[src/design/akhl_pkg.sv]
// ----------------------------------------------------------------------------
// akhl_pkg
// Shared types, sizes and the keyword table of the keyword and hex lexer.
// ----------------------------------------------------------------------------
package akhl_pkg;

  localparam int KEYWORD_LEN = 5;
  localparam int VALUE_BITS  = 32;
  localparam int KW_COUNT    = 41;
  localparam int CHAR_W      = 8;
  localparam int LEN_W       = $clog2(KEYWORD_LEN + 1);
  localparam int CODE_W      = 6;
  localparam int NUMBER_W    = 32;
  localparam int QUEUE_DEPTH = 4;

  typedef enum logic [1:0] {
    KIND_KEYWORD = 2'd0,
    KIND_NUMBER  = 2'd1,
    KIND_ERROR   = 2'd2
  } kind_t;

  typedef struct packed {
    kind_t               kind;
    logic [CODE_W-1:0]   code;
    logic [NUMBER_W-1:0] value;
    logic                last;
  } result_t;

  // Up to two results leave the lexer for one character.
  typedef struct packed {
    logic [1:0] count;
    result_t    r0;
    result_t    r1;
  } push_t;

  // Keyword text, right aligned and zero padded on the left.
  localparam logic [CHAR_W*KEYWORD_LEN-1:0] KW_TEXT [KW_COUNT] = '{
    "SYS", "CLS", "RET", "JMP", "CALL", "SE", "SNE", "SKP", "SNKP", "KEY",
    "MOV", "ADD", "SUB", "RSB", "OR", "AND", "XOR", "SHR", "SHL", "RND",
    "DRW", "LDFNT", "BCD", "STR", "LDR",
    "V0", "V1", "V2", "V3", "V4", "V5", "V6", "V7",
    "V8", "V9", "VA", "VB", "VC", "VD", "VE", "VF"
  };

  function automatic logic [LEN_W-1:0] kw_len(input int k);
    logic [LEN_W-1:0] n;
    n = '0;
    for (int i = 0; i < KEYWORD_LEN; i++) begin
      if (KW_TEXT[k][CHAR_W*i +: CHAR_W] != '0) n = n + 1'b1;
    end
    return n;
  endfunction

  // Character at position p of keyword k, counted from its first character.
  function automatic logic [CHAR_W-1:0] kw_char(input int k, input int p);
    int len;
    len = int'(kw_len(k));
    if (p < len) return KW_TEXT[k][CHAR_W*(len-1-p) +: CHAR_W];
    return '0;
  endfunction

endpackage

[src/design/assembler_keyword_hex_lexer_top.sv]
// Path: a character waits in the input register, its results go to the result queue and are
// offered on the output from there; a queue without room keeps the character waiting.
// Throughput: one character per cycle; a character that yields two tokens writes both into
// the queue together, and the input stalls when the four-entry queue has no room for two.
// Reset: synchronous, active low; empties the input register, the queue and the token state.
// ----------------------------------------------------------------------------
// assembler_keyword_hex_lexer_top
// Lexer for assembler keywords, V registers and 0x hex literals.
// ----------------------------------------------------------------------------
module assembler_keyword_hex_lexer_top (
  input  logic                          clk,
  input  logic                          rst_n,
  input  logic                          in_valid,
  output logic                          in_ready,
  input  logic [akhl_pkg::CHAR_W-1:0]   in_text_char,
  input  logic                          in_end_of_text,
  output logic                          out_valid,
  input  logic                          out_ready,
  output logic [1:0]                    out_token_kind,
  output logic [akhl_pkg::CODE_W-1:0]   out_keyword_code,
  output logic [akhl_pkg::NUMBER_W-1:0] out_number_value,
  output logic                          out_last_of_run
);
  import akhl_pkg::*;

  push_t   push;
  logic    q_room;
  result_t head;

  akhl_core u_core (
    .clk            (clk),
    .rst_n          (rst_n),
    .in_valid       (in_valid),
    .in_ready       (in_ready),
    .in_text_char   (in_text_char),
    .in_end_of_text (in_end_of_text),
    .q_room         (q_room),
    .push           (push)
  );

  akhl_outq u_outq (
    .clk       (clk),
    .rst_n     (rst_n),
    .push      (push),
    .room      (q_room),
    .out_valid (out_valid),
    .out_ready (out_ready),
    .head      (head)
  );

  assign out_token_kind   = head.kind;
  assign out_keyword_code = head.code;
  assign out_number_value = head.value;
  assign out_last_of_run  = head.last;

  a_push_room : assert property (@(posedge clk) disable iff (!rst_n)
    (push.count != 2'd0) |-> q_room)
    else $error("results pushed into a full queue");

  a_push_last : assert property (@(posedge clk) disable iff (!rst_n)
    ((push.count == 2'd1) |-> push.r0.last) and
    ((push.count == 2'd2) |-> (!push.r0.last && push.r1.last)))
    else $error("last flag misplaced in a request");

  a_push_count : assert property (@(posedge clk) disable iff (!rst_n)
    push.count != 2'd3)
    else $error("more than two results for one character");

  a_push_shown : assert property (@(posedge clk) disable iff (!rst_n)
    (push.count != 2'd0) |=> out_valid)
    else $error("pushed result not offered on the output");

endmodule

[src/design/akhl_outq.sv]
// ----------------------------------------------------------------------------
// akhl_outq
// Result queue: takes up to two results a cycle, pops one a cycle on ready.
// ----------------------------------------------------------------------------
module akhl_outq (
  input  logic            clk,
  input  logic            rst_n,
  input  akhl_pkg::push_t push,
  output logic            room,
  output logic            out_valid,
  input  logic            out_ready,
  output akhl_pkg::result_t head
);
  import akhl_pkg::*;

  localparam int PTR_W = $clog2(QUEUE_DEPTH);
  localparam int CNT_W = $clog2(QUEUE_DEPTH + 1);

  result_t            q_r [QUEUE_DEPTH];
  logic [PTR_W-1:0]   head_r, head_nxt;
  logic [PTR_W-1:0]   tail_r, tail_nxt;
  logic [PTR_W-1:0]   tail_p1;
  logic [CNT_W-1:0]   count_r, count_nxt;
  logic               pop;

  assign room      = (count_r <= CNT_W'(QUEUE_DEPTH - 2));
  assign out_valid = (count_r != '0);
  assign head      = q_r[head_r];
  assign pop       = out_valid && out_ready;
  assign tail_p1   = tail_r + 1'b1;

  always_comb begin
    head_nxt  = pop ? PTR_W'(head_r + 1'b1) : head_r;
    tail_nxt  = tail_r + PTR_W'(push.count);
    count_nxt = count_r + CNT_W'(push.count) - CNT_W'(pop);
  end

  always_ff @(posedge clk) begin
    if (!rst_n) begin
      head_r  <= '0;
      tail_r  <= '0;
      count_r <= '0;
    end else begin
      head_r  <= head_nxt;
      tail_r  <= tail_nxt;
      count_r <= count_nxt;
    end
  end

  always_ff @(posedge clk) begin
    if (push.count != 2'd0) begin
      q_r[tail_r] <= push.r0;
    end
    if (push.count == 2'd2) begin
      q_r[tail_p1] <= push.r1;
    end
  end

endmodule

[src/design/akhl_core.sv]
// ----------------------------------------------------------------------------
// akhl_core
// Input register and token state: one character is lexed per cycle while the result queue has room.
// ----------------------------------------------------------------------------
module akhl_core (
  input  logic                         clk,
  input  logic                         rst_n,
  input  logic                         in_valid,
  output logic                         in_ready,
  input  logic [akhl_pkg::CHAR_W-1:0]  in_text_char,
  input  logic                         in_end_of_text,
  input  logic                         q_room,
  output akhl_pkg::push_t              push
);
  import akhl_pkg::*;

  typedef enum logic [3:0] {
    MODE_EMPTY   = 4'b0001,
    MODE_KEYWORD = 4'b0010,
    MODE_ZERO    = 4'b0100,
    MODE_HEX     = 4'b1000
  } mode_t;

  localparam logic [CHAR_W-1:0] CH_NUL   = 8'h00;
  localparam logic [CHAR_W-1:0] CH_TAB   = 8'h09;
  localparam logic [CHAR_W-1:0] CH_NL    = 8'h0A;
  localparam logic [CHAR_W-1:0] CH_SPACE = 8'h20;
  localparam logic [CHAR_W-1:0] CH_COMMA = 8'h2C;
  localparam logic [CHAR_W-1:0] CH_SEMI  = 8'h3B;
  localparam logic [CHAR_W-1:0] CH_ZERO  = 8'h30;
  localparam logic [CHAR_W-1:0] CH_X     = 8'h78;

  localparam result_t ERR_RES = '{kind: KIND_ERROR, code: '0, value: '0, last: 1'b0};

  // Input register.
  logic              s1_v_r;
  logic [CHAR_W-1:0] s1_char_r;
  logic              s1_eot_r;
  logic              fire;

  // Token state. The keyword prefix is kept as the set of keywords it still fits.
  mode_t                 mode_r, mode_nxt;
  logic [KW_COUNT-1:0]   cand_r, cand_nxt;
  logic [LEN_W-1:0]      plen_r, plen_nxt;
  logic [VALUE_BITS-1:0] acc_r, acc_nxt;
  logic                  seen_r, seen_nxt;
  logic                  cmt_r, cmt_nxt;
  logic                  err_r, err_nxt;

  logic [CHAR_W-1:0]   c;
  logic                is_end;
  logic                is_delim;
  logic [KW_COUNT-1:0] kwx;
  logic [KW_COUNT-1:0] kw0;
  logic [KW_COUNT-1:0] kwm;
  logic                kw_ext;
  logic                kw0_ext;
  logic [CODE_W-1:0]   match_code;
  logic                hex_ok;
  logic [3:0]          hex_val;
  logic                ovf;
  result_t             fl;
  logic                fl_err;
  logic [1:0]          n;
  result_t             r0, r1;

  assign fire     = s1_v_r && q_room;
  assign in_ready = !s1_v_r || fire;

  always_ff @(posedge clk) begin
    if (!rst_n) begin
      s1_v_r <= 1'b0;
    end else if (in_valid && in_ready) begin
      s1_v_r <= 1'b1;
    end else if (fire) begin
      s1_v_r <= 1'b0;
    end
  end

  always_ff @(posedge clk) begin
    if (in_valid && in_ready) begin
      s1_char_r <= in_text_char;
      s1_eot_r  <= in_end_of_text;
    end
  end

  assign c        = s1_char_r;
  assign is_end   = s1_eot_r || (c == CH_NUL);
  assign is_delim = c inside {CH_NL, CH_SEMI, CH_SPACE, CH_TAB, CH_COMMA};

  always_comb begin
    for (int k = 0; k < KW_COUNT; k++) begin
      kwx[k] = cand_r[k] && (kw_len(k) > plen_r) && (kw_char(k, int'(plen_r)) == c);
      kw0[k] = (kw_char(k, 0) == c);
      kwm[k] = cand_r[k] && (kw_len(k) == plen_r);
    end
    match_code = '0;
    for (int k = KW_COUNT - 1; k >= 0; k--) begin
      if (kwm[k]) match_code = CODE_W'(k);
    end
  end

  assign kw_ext  = ((mode_r == MODE_EMPTY) || (mode_r == MODE_KEYWORD)) &&
                   (plen_r < LEN_W'(KEYWORD_LEN)) && (|kwx);
  assign kw0_ext = |kw0;
  assign ovf     = |acc_r[VALUE_BITS-1 -: 4];

  always_comb begin
    hex_ok  = 1'b1;
    hex_val = c[3:0];
    if (c inside {[8'h30:8'h39]}) begin
      hex_val = c[3:0];
    end else if (c inside {[8'h41:8'h46], [8'h61:8'h66]}) begin
      hex_val = c[3:0] + 4'd9;
    end else begin
      hex_ok = 1'b0;
    end
  end

  // Token that the current buffer gives when it is ended.
  always_comb begin
    fl     = ERR_RES;
    fl_err = 1'b1;
    if ((mode_r == MODE_KEYWORD) && (|kwm)) begin
      fl.kind = KIND_KEYWORD;
      fl.code = match_code;
      fl_err  = 1'b0;
    end else if ((mode_r == MODE_HEX) && seen_r) begin
      fl.kind  = KIND_NUMBER;
      fl.value = NUMBER_W'(acc_r);
      fl_err   = 1'b0;
    end
  end

  always_comb begin
    mode_nxt = mode_r;
    cand_nxt = cand_r;
    plen_nxt = plen_r;
    acc_nxt  = acc_r;
    seen_nxt = seen_r;
    cmt_nxt  = cmt_r;
    err_nxt  = err_r;
    n        = 2'd0;
    r0       = fl;
    r1       = ERR_RES;
    if (fire) begin
      if (is_end) begin
        if (!err_r && (mode_r != MODE_EMPTY)) n = 2'd1;
        mode_nxt = MODE_EMPTY;
        cand_nxt = '1;
        plen_nxt = '0;
        acc_nxt  = '0;
        seen_nxt = 1'b0;
        cmt_nxt  = 1'b0;
        err_nxt  = 1'b0;
      end else if (err_r) begin
        n = 2'd0;
      end else if (cmt_r) begin
        if (c == CH_NL) cmt_nxt = 1'b0;
      end else if (is_delim) begin
        if (mode_r != MODE_EMPTY) begin
          n        = 2'd1;
          mode_nxt = MODE_EMPTY;
          cand_nxt = '1;
          plen_nxt = '0;
          acc_nxt  = '0;
          seen_nxt = 1'b0;
          err_nxt  = fl_err;
        end
        // A comment is not entered once the flushed token was an error.
        if ((c == CH_SEMI) && !((mode_r != MODE_EMPTY) && fl_err)) cmt_nxt = 1'b1;
      end else if (kw_ext) begin
        cand_nxt = kwx;
        plen_nxt = plen_r + 1'b1;
        mode_nxt = MODE_KEYWORD;
      end else if ((mode_r == MODE_EMPTY) && (c == CH_ZERO)) begin
        mode_nxt = MODE_ZERO;
      end else if ((mode_r == MODE_ZERO) && (c == CH_X)) begin
        mode_nxt = MODE_HEX;
      end else if ((mode_r == MODE_HEX) && hex_ok && ovf) begin
        n       = 2'd1;
        r0      = ERR_RES;
        err_nxt = 1'b1;
      end else if ((mode_r == MODE_HEX) && hex_ok) begin
        acc_nxt  = {acc_r[VALUE_BITS-5:0], hex_val};
        seen_nxt = 1'b1;
      end else if (mode_r != MODE_EMPTY) begin
        // The character ends the token and, unless that token was an error, is lexed again from an empty buffer.
        n        = 2'd1;
        mode_nxt = MODE_EMPTY;
        cand_nxt = '1;
        plen_nxt = '0;
        acc_nxt  = '0;
        seen_nxt = 1'b0;
        if (fl_err) begin
          err_nxt = 1'b1;
        end else if (kw0_ext) begin
          cand_nxt = kw0;
          plen_nxt = LEN_W'(1);
          mode_nxt = MODE_KEYWORD;
        end else if (c == CH_ZERO) begin
          mode_nxt = MODE_ZERO;
        end else begin
          n       = 2'd2;
          err_nxt = 1'b1;
        end
      end else begin
        n       = 2'd1;
        r0      = ERR_RES;
        err_nxt = 1'b1;
      end
    end
    r0.last = (n == 2'd1);
    r1.last = 1'b1;
  end

  assign push = '{count: n, r0: r0, r1: r1};

  always_ff @(posedge clk) begin
    if (!rst_n) begin
      mode_r <= MODE_EMPTY;
      cand_r <= '1;
      plen_r <= '0;
      acc_r  <= '0;
      seen_r <= 1'b0;
      cmt_r  <= 1'b0;
      err_r  <= 1'b0;
    end else begin
      mode_r <= mode_nxt;
      cand_r <= cand_nxt;
      plen_r <= plen_nxt;
      acc_r  <= acc_nxt;
      seen_r <= seen_nxt;
      cmt_r  <= cmt_nxt;
      err_r  <= err_nxt;
    end
  end

endmodule

[config.mk]
export PLATFORM = sky130hd
export DESIGN_NAME = assembler_keyword_hex_lexer_top
export DESIGN_NICKNAME = d
export VERILOG_FILES = /design/src/design/akhl_pkg.sv /design/src/design/assembler_keyword_hex_lexer_top.sv /design/src/design/akhl_outq.sv /design/src/design/akhl_core.sv
export SDC_FILE = /design/constraint.sdc
export NUM_CORES = 1
export LEC_CHECK = 0
export ABC_AREA = 1
export BUFFER_PORTS_ARGS = -buffer_cell sky130_fd_sc_hd__buf_4
export CAP_MARGIN = 40
export CORE_ASPECT_RATIO = 1.5
export CORE_UTILIZATION = 40
export DETAILED_ROUTE_END_ITERATION = 10
export GPL_TIMING_DRIVEN = 1
export PLACE_DENSITY = 0.65
export SYNTH_ARGS = -nofsm -noshare
export SYNTH_HDL_FRONTEND = slang
export SYNTH_HIERARCHICAL = 1
export SYNTH_SLANG_ARGS = --single-unit
[constraint.sdc]
create_clock -name clk -period 10.7 [get_ports clk]
set_clock_uncertainty 0.2 [all_clocks]
set_input_delay 0.535 -clock clk [delete_from_list [all_inputs] [get_ports clk]]
set_output_delay 0.535 -clock clk [all_outputs]
set_load 0.02 [all_outputs]
Yosys cells after proc, flatten, opt, wreduce, memory -nomap -nowiden
Memory sizes are Yosys's and may differ from the RTL's. A register that Yosys moved wholly into a read port is not among the register bits.
Index checks and enable logic that the tools add are counted.
{"block": "op_classes", "n_shift": 41, "add_sub_neg": 11, "reduce_logical": 162, "n_mux": 253, "n_lt_le_gt_ge": 16, "n_eq_ne": 85}
{"op": "indexed part select 40 x 32 -> 8 bit (first input constant)", "n": 41}
{"op": "2-to-1 mux 41 bit", "n": 24}
{"op": "2-to-1 mux 8 bit", "n": 82}
{"op": "2-to-1 mux 32 bit", "n": 12}
{"op": "equality test 8 bit", "n": 41}
{"op": "2-to-1 mux 6 bit", "n": 42}
{"op": "logical AND 1 bit", "n": 140}
{"op": "equality test 7 x 8 -> 1 bit (first input constant)", "n": 13}
{"op": "OR reduction 41 bit", "n": 2}
{"op": "2-to-1 mux 4 bit", "n": 15}
{"op": "2-to-1 mux 1 bit", "n": 47}
{"op": "2-to-1 mux 3 bit", "n": 13}
{"op": "2-to-1 mux 2 bit", "n": 18}
{"op": "equality test 8 x 6 -> 1 bit (second input constant)", "n": 4}
{"op": "!= test 4 x 1 -> 1 bit (second input constant)", "n": 5}
{"op": "equality test 8 x 4 -> 1 bit (second input constant)", "n": 2}
{"op": "greater-or-equal comparator 8 x 7 -> 1 bit (second input constant)", "n": 2}
{"op": "<= comparator 8 x 7 -> 1 bit (second input constant)", "n": 2}
{"op": "AND reduction 7 bit", "n": 2}
{"op": "OR reduction 13 bit", "n": 1}
{"op": "!= test 3 x 1 -> 1 bit (second input constant)", "n": 4}
{"op": "!= test 6 x 1 -> 1 bit (second input constant)", "n": 2}
{"op": "nonzero test 5 bit", "n": 2}
{"op": "< comparator 3 bit (second input constant)", "n": 3}
{"op": "34 further kinds", "n": 49}
{"block": "word_totals", "mem_count": 1, "word_cells": 582, "inputBits": 13, "ram_bits": 164, "ff_bits": 100, "output_inout_bits": 43}
{"memory": "u_outq.q_r", "words": 4, "word_bits": 41, "rd": 1, "rd_ports_with_merged_regs": 1, "wr": 2, "line": "akhl_outq.sv:19", "source": "result_t q_r [QUEUE_DEPTH];"}

Depth between registers and ports, before layout
{"block": "logic_depth", "ltp_word": 55, "depth_mapped": 42, "depth_no_buf": 42}

Cells and area by module
Netlist, hierarchy kept.
{"module": "akhl_outq", "cells_each": 876, "n_inst": 1, "seq_area_each_um2": 5104.9, "area_each_um2": 8690.8}
{"module": "akhl_core", "cells_each": 1257, "n_inst": 1, "seq_area_each_um2": 1951.9, "area_each_um2": 7747.4}

Worst setup path before layout
Ideal clock, no wire load.
{"block": "synth_timing", "path_type": "register to register", "startpoint": "register u_core.plen_r[1]", "endpoint": "memory u_outq/q_r[3][0] in the netlist's numbering, enable pin", "path_stages_with_launch": 27, "setup_time_ns": 0.501, "period_less_slack_ns": 7.403, "slack_ns": 3.297, "arrival_time_ns": 6.702, "required_ns": 9.999, "n_path_buf": 2, "cell_sequence": "dfxtp_1 > ha_1 > inv_1 > ha_1 > nor2_2 > inv_2 > nor2_8 > inv_4 > nor2_8 > xor2_2 > nor2_1 > a21oi_2 > nor2_1 > and3b_1 > nor3b_2 > nand3_1 > nor2_1 > nand4_1 > nand2_1 > inv_1 > nand2_1 > buf_4 > buf_2 > nand4_1 > a21oi_1 > nor2_1 > o31ai_1"}
{"element": "start, declared", "line": "akhl_core.sv:44", "source": "logic [LEN_W-1:0] plen_r, plen_nxt;"}
{"element": "start signal, assigned", "line": "akhl_core.sv:231", "source": "plen_r <= plen_nxt;"}
{"element": "end, declared", "line": "akhl_outq.sv:19"}

==> key figures <==
Run status
  – Status: finished, final reports clean

Clock network
  – Clock tree buffer depth: 3
  – Total clock buffers created by CTS: 27
  – CTS Sinks: 266
  – Master cell of the clock root buffer: clkbuf_16
  – Clk_lat worst skew: between 500 and 600 ps
  – Number of setup buffers added after CTS: 0
  – Clock transition at the registers of the reported paths: roughly 60 ps
  – Post-cts gate resize count: 0
  – Total number of H-tree levels: 1
  – Hold Buf Count CTS: 9
  – TritonCTS clock tree: yes

Worst setup path
  – Worst setup SP type: flip-flop
  – Launch point of the critical path: u_core/plen_r[2]
  – Arrival time at the worst endpoint: around 6700 ps
  – Setup slack of the most critical reg-to-reg path: about 4000 ps
  – Critical register-to-register path startpoint: u_core/plen_r[2]
  – Maximum fanout count along the critical path: 63
  – Required time of the critical path: around 11,000 ps
  – Number of cells traversed by the worst register-to-register path: 26
  – Critical R2R Capture: u_outq/q_r[3][17]
  – Endpoint kind of the worst setup timing path: flip-flop
  – Setup CP Type: reg2reg
  – Critical path destination: u_outq/q_r[3][17]

Final layout
  – N_diodes: 0
  – FF+latch area: between 7000 and 8000 um2
  – Top library cells by usage in the layout, fill and taps aside: nand2_1, nor2_1, edfxtp_1
  – Multi-input logic area: between 7000 and 8000 um2
  – Number of non-filler instances in the completed layout: 2,648
  – Area overhead of the layout relative to synthesis: 8.456%
  – Share of final-layout standard cells stronger than drive strength 1: 10.27%
  – Total of fill cells in the finished design: ~4k
  – Most frequent standard cell in the layout excluding fill and tap cells: nand2_1
  – # nets final: 2,156
  – Cell area after layout: 17,830 um2

Timing
  – Final sum of negative setup slack: 0 ps
  – Max Slew Vio Count: 0
  – Final critical-path share of the clock period: 63.05%
  – Clock period minus final worst setup slack: between 6000 and 7000 ps
  – Fmax: approximately 150 MHz
  – Hold Fails Final Rpt: 0
  – Slew of the pin with the lowest slew margin: roughly 900 ps
  – Rel. slew slack: just under 40%
  – RSZ-0062 raised after global routing: no
  – Worst hold margin: about 60 ps
  – Final-report setup violation count: 0

Floorplan
  – Area of the core: roughly 40,000 um2
  – Total Die Area: 41,930 um2
  – Initial core utilization: roughly 41%
  – Number of I/O pins: 56
  – Height of the die: roughly 250 um
  – Standard-cell rows: 90
  – Horiz. Die Dim: 167.5 um

Synthesis
  – Netlist cell types: between 60 and 70
  – Fraction of post-synthesis cell area in the top cell type by area: 31.60%
  – Portion of the post-synthesis area used by sequential elements: 42.93%
  – Number of register bits inferred by synthesis: 266
  – Post-synthesis instance area: 16,440 um2
  – Most common flop cell mapped by yosys: edfxtp_1
  – Top cell type by total area after synthesis: edfxtp_1
  – Synthesized netlist cell count: approximately 2.1k
  – Count of synthesis-stage warnings from yosys: 6
  – Post-Synthesis Mean Instance Area: slightly below 8 um2
  – EDFF count, synth: 173
  – Share of flip-flops with an asynchronous set or reset: 0%
  – Biggest area contributors in the synthesized netlist: edfxtp_1, dfxtp_1, nand2_1, o21ai_0, nor2_1

Power
  – Power per Cell Area: around 210 nW/um2
  – Switching power share of the total: 41.49%
  – Clock network fraction of design power: 25.2%
  – Int Power: roughly 0.0022 W
  – Reg power frac: ~34%
  – Pleak: slightly below 7 nW
  – Max rail drop VDD: between 0.1 and 0.15 mV
  – Net switching power: 0.001573 W
  – Part of the total power dissipated in combinational logic: between 40% and 50%
  – Tot Pwr: 0.003791 W

Route
  – Routed WL: just over 50,000 um
  – Total vias in the final route: 14.76k
  – TritonRoute pass-1 iters: 6
  – Vias per inst: about 5.6
  – Remaining design rule violation count: 0
  – WL per Instance: roughly 19 um
  – Iter 0 DRT Violations: 1,243
  – Number of antenna-violating nets in the routed design: 0

Worst hold path
  – Class of the most critical hold timing path: in2reg

GRT
  – First-pass GRT wire length: slightly below 80,000 um
  – Total gr overflow: 0
  – Largest net degree at the start of global routing: 84
  – Vias in the first global route: between 10k and 15k
  – Number of antenna violations at the first check in global routing: 0
  – Gr usage total: a little under a quarter

Placed design
  – Final GP Congestion: 0.9792
  – Placed instance count: 2,589
  – Count of buffers from port buffering: 55
  – Detailed Place HPWL: 35,160 um
  – Post-placement cell area: approximately 17,000 um2

Job
  – Max_cap viols: 0
==> flip-flops by register name, indices dropped and copies added, names as in the netlist, named ones only <==
signal,count
u_outq/head_r,2
u_core/plen_r,3
u_core/mode_r,4
u_core/acc_r,32
u_core/s1_v_r,1
u_core/cand_r,41
u_outq/tail_r,2
u_core/s1_eot_r,1
u_core/err_r,1
u_core/c,8
u_outq/count_r,3
u_core/cmt_r,1
u_outq/q_r,164
u_core/seen_r,1
==> synth_stat cells, drive strengths merged (22+ instances only) <==
cell and instances:
dfxtp 93, nor3 35, nor4 27, a211oi 34
nand4 22, nor2 221, o21ai 312, edfxtp 173
nand2 492, xor2 22, buf 106, a21oi 100
inv 182, o22ai 42, clkbuf 64, nand3 121
==> critical path: stages (launching register included) <==
cell,delay (ps)
dfxtp_1,420
inv_1,270
ha_1,520
inv_2,160
nor2_1,110
nand4_1,230
inv_1,190
nand2_1,70
nand4_1,360
nor3b_1,120
nor4_1,380
nor3b_1,220
nand3_1,90
nor2_1,150
nand4_1,110
nand2_1,110
inv_1,50
nand2_1,50
buf_4,310
nand2_1,120
nor4_1,440
inv_2,120
nor2_4,210
nand2_4,240
buf_16,300
o31ai_4,200
buf_4,580
==> stage by stage <==
stage	setup slack [ps]	utilization, %
after floorplan	3297	-
after global placement	3857	41.47
after detailed placement	4074	41.71
after CTS	4030	44.10
after global routing	3492	44.10
final	3953	44.10
==> layout make-up <==
| type | instances | share of cell area [%] |
|---|---|---|
| Multi-Input combinational cell | 1549 | 43.74 |
| Sequential cell | 266 | 39.59 |
| Clock buffer | 41 | 4.492 |
| Timing Repair Buffer | 90 | 4.239 |
| Inverter | 187 | 3.951 |
| Tap cell | 506 | 3.551 |
| Clock inverter | 9 | 0.4351 |
==> layer usage <==
layer | share of wire [%] | track usage [%]
met5 | 0 | 0
met2 | 52 | 45.08
met1 | 36 | 24.82
met4 | 7.0 | 16.07
met3 | 4.4 | 2.654
==> cell families (layout without fill, tap and decap cells) <==
logic type / after synthesis / in the layout / synth area share [%]
other: 2 / 41 / 0.04569
adder cells (fa/ha/maj): 22 / 22 / 1.720
AND/OR/NAND/NOR: 942 / 942 / 24.53
flip-flops: 266 / 266 / 42.93
AO/OA/AOI/OAI: 521 / 521 / 18.70
buffers and inverters: 357 / 327 / 10.80
XOR/XNOR: 23 / 23 / 1.271
==> how the worst min path moves through the flow <==
stage,to,startpoint,cells past startpoint,slack (ps)
floorplan,flip-flop,u_outq/head_r[0],2,250
global placement,u_core/seen_r,u_core/seen_r,2,260
detailed placement,u_core/seen_r,u_core/seen_r,2,270
CTS,u_core/s1_v_r,in_valid,3,50
global route,u_core/s1_v_r,in_valid,3,80
finish,u_core/s1_v_r,in_valid,3,60
==> power groups by stage <==
stage | clock network [W] | registers, W | logic [W]
after floorplan | 0 | 0.00128 | 0.00108
after global placement | 0 | 0.00132 | 0.00149
after detailed placement | 0 | 0.00133 | 0.00151
after CTS | 0.000971 | 0.00130 | 0.00152
after global routing | 0.00101 | 0.00132 | 0.00168
final | 0.000954 | 0.00131 | 0.00153
No activity file was read; power rests on OpenSTA's default activity.
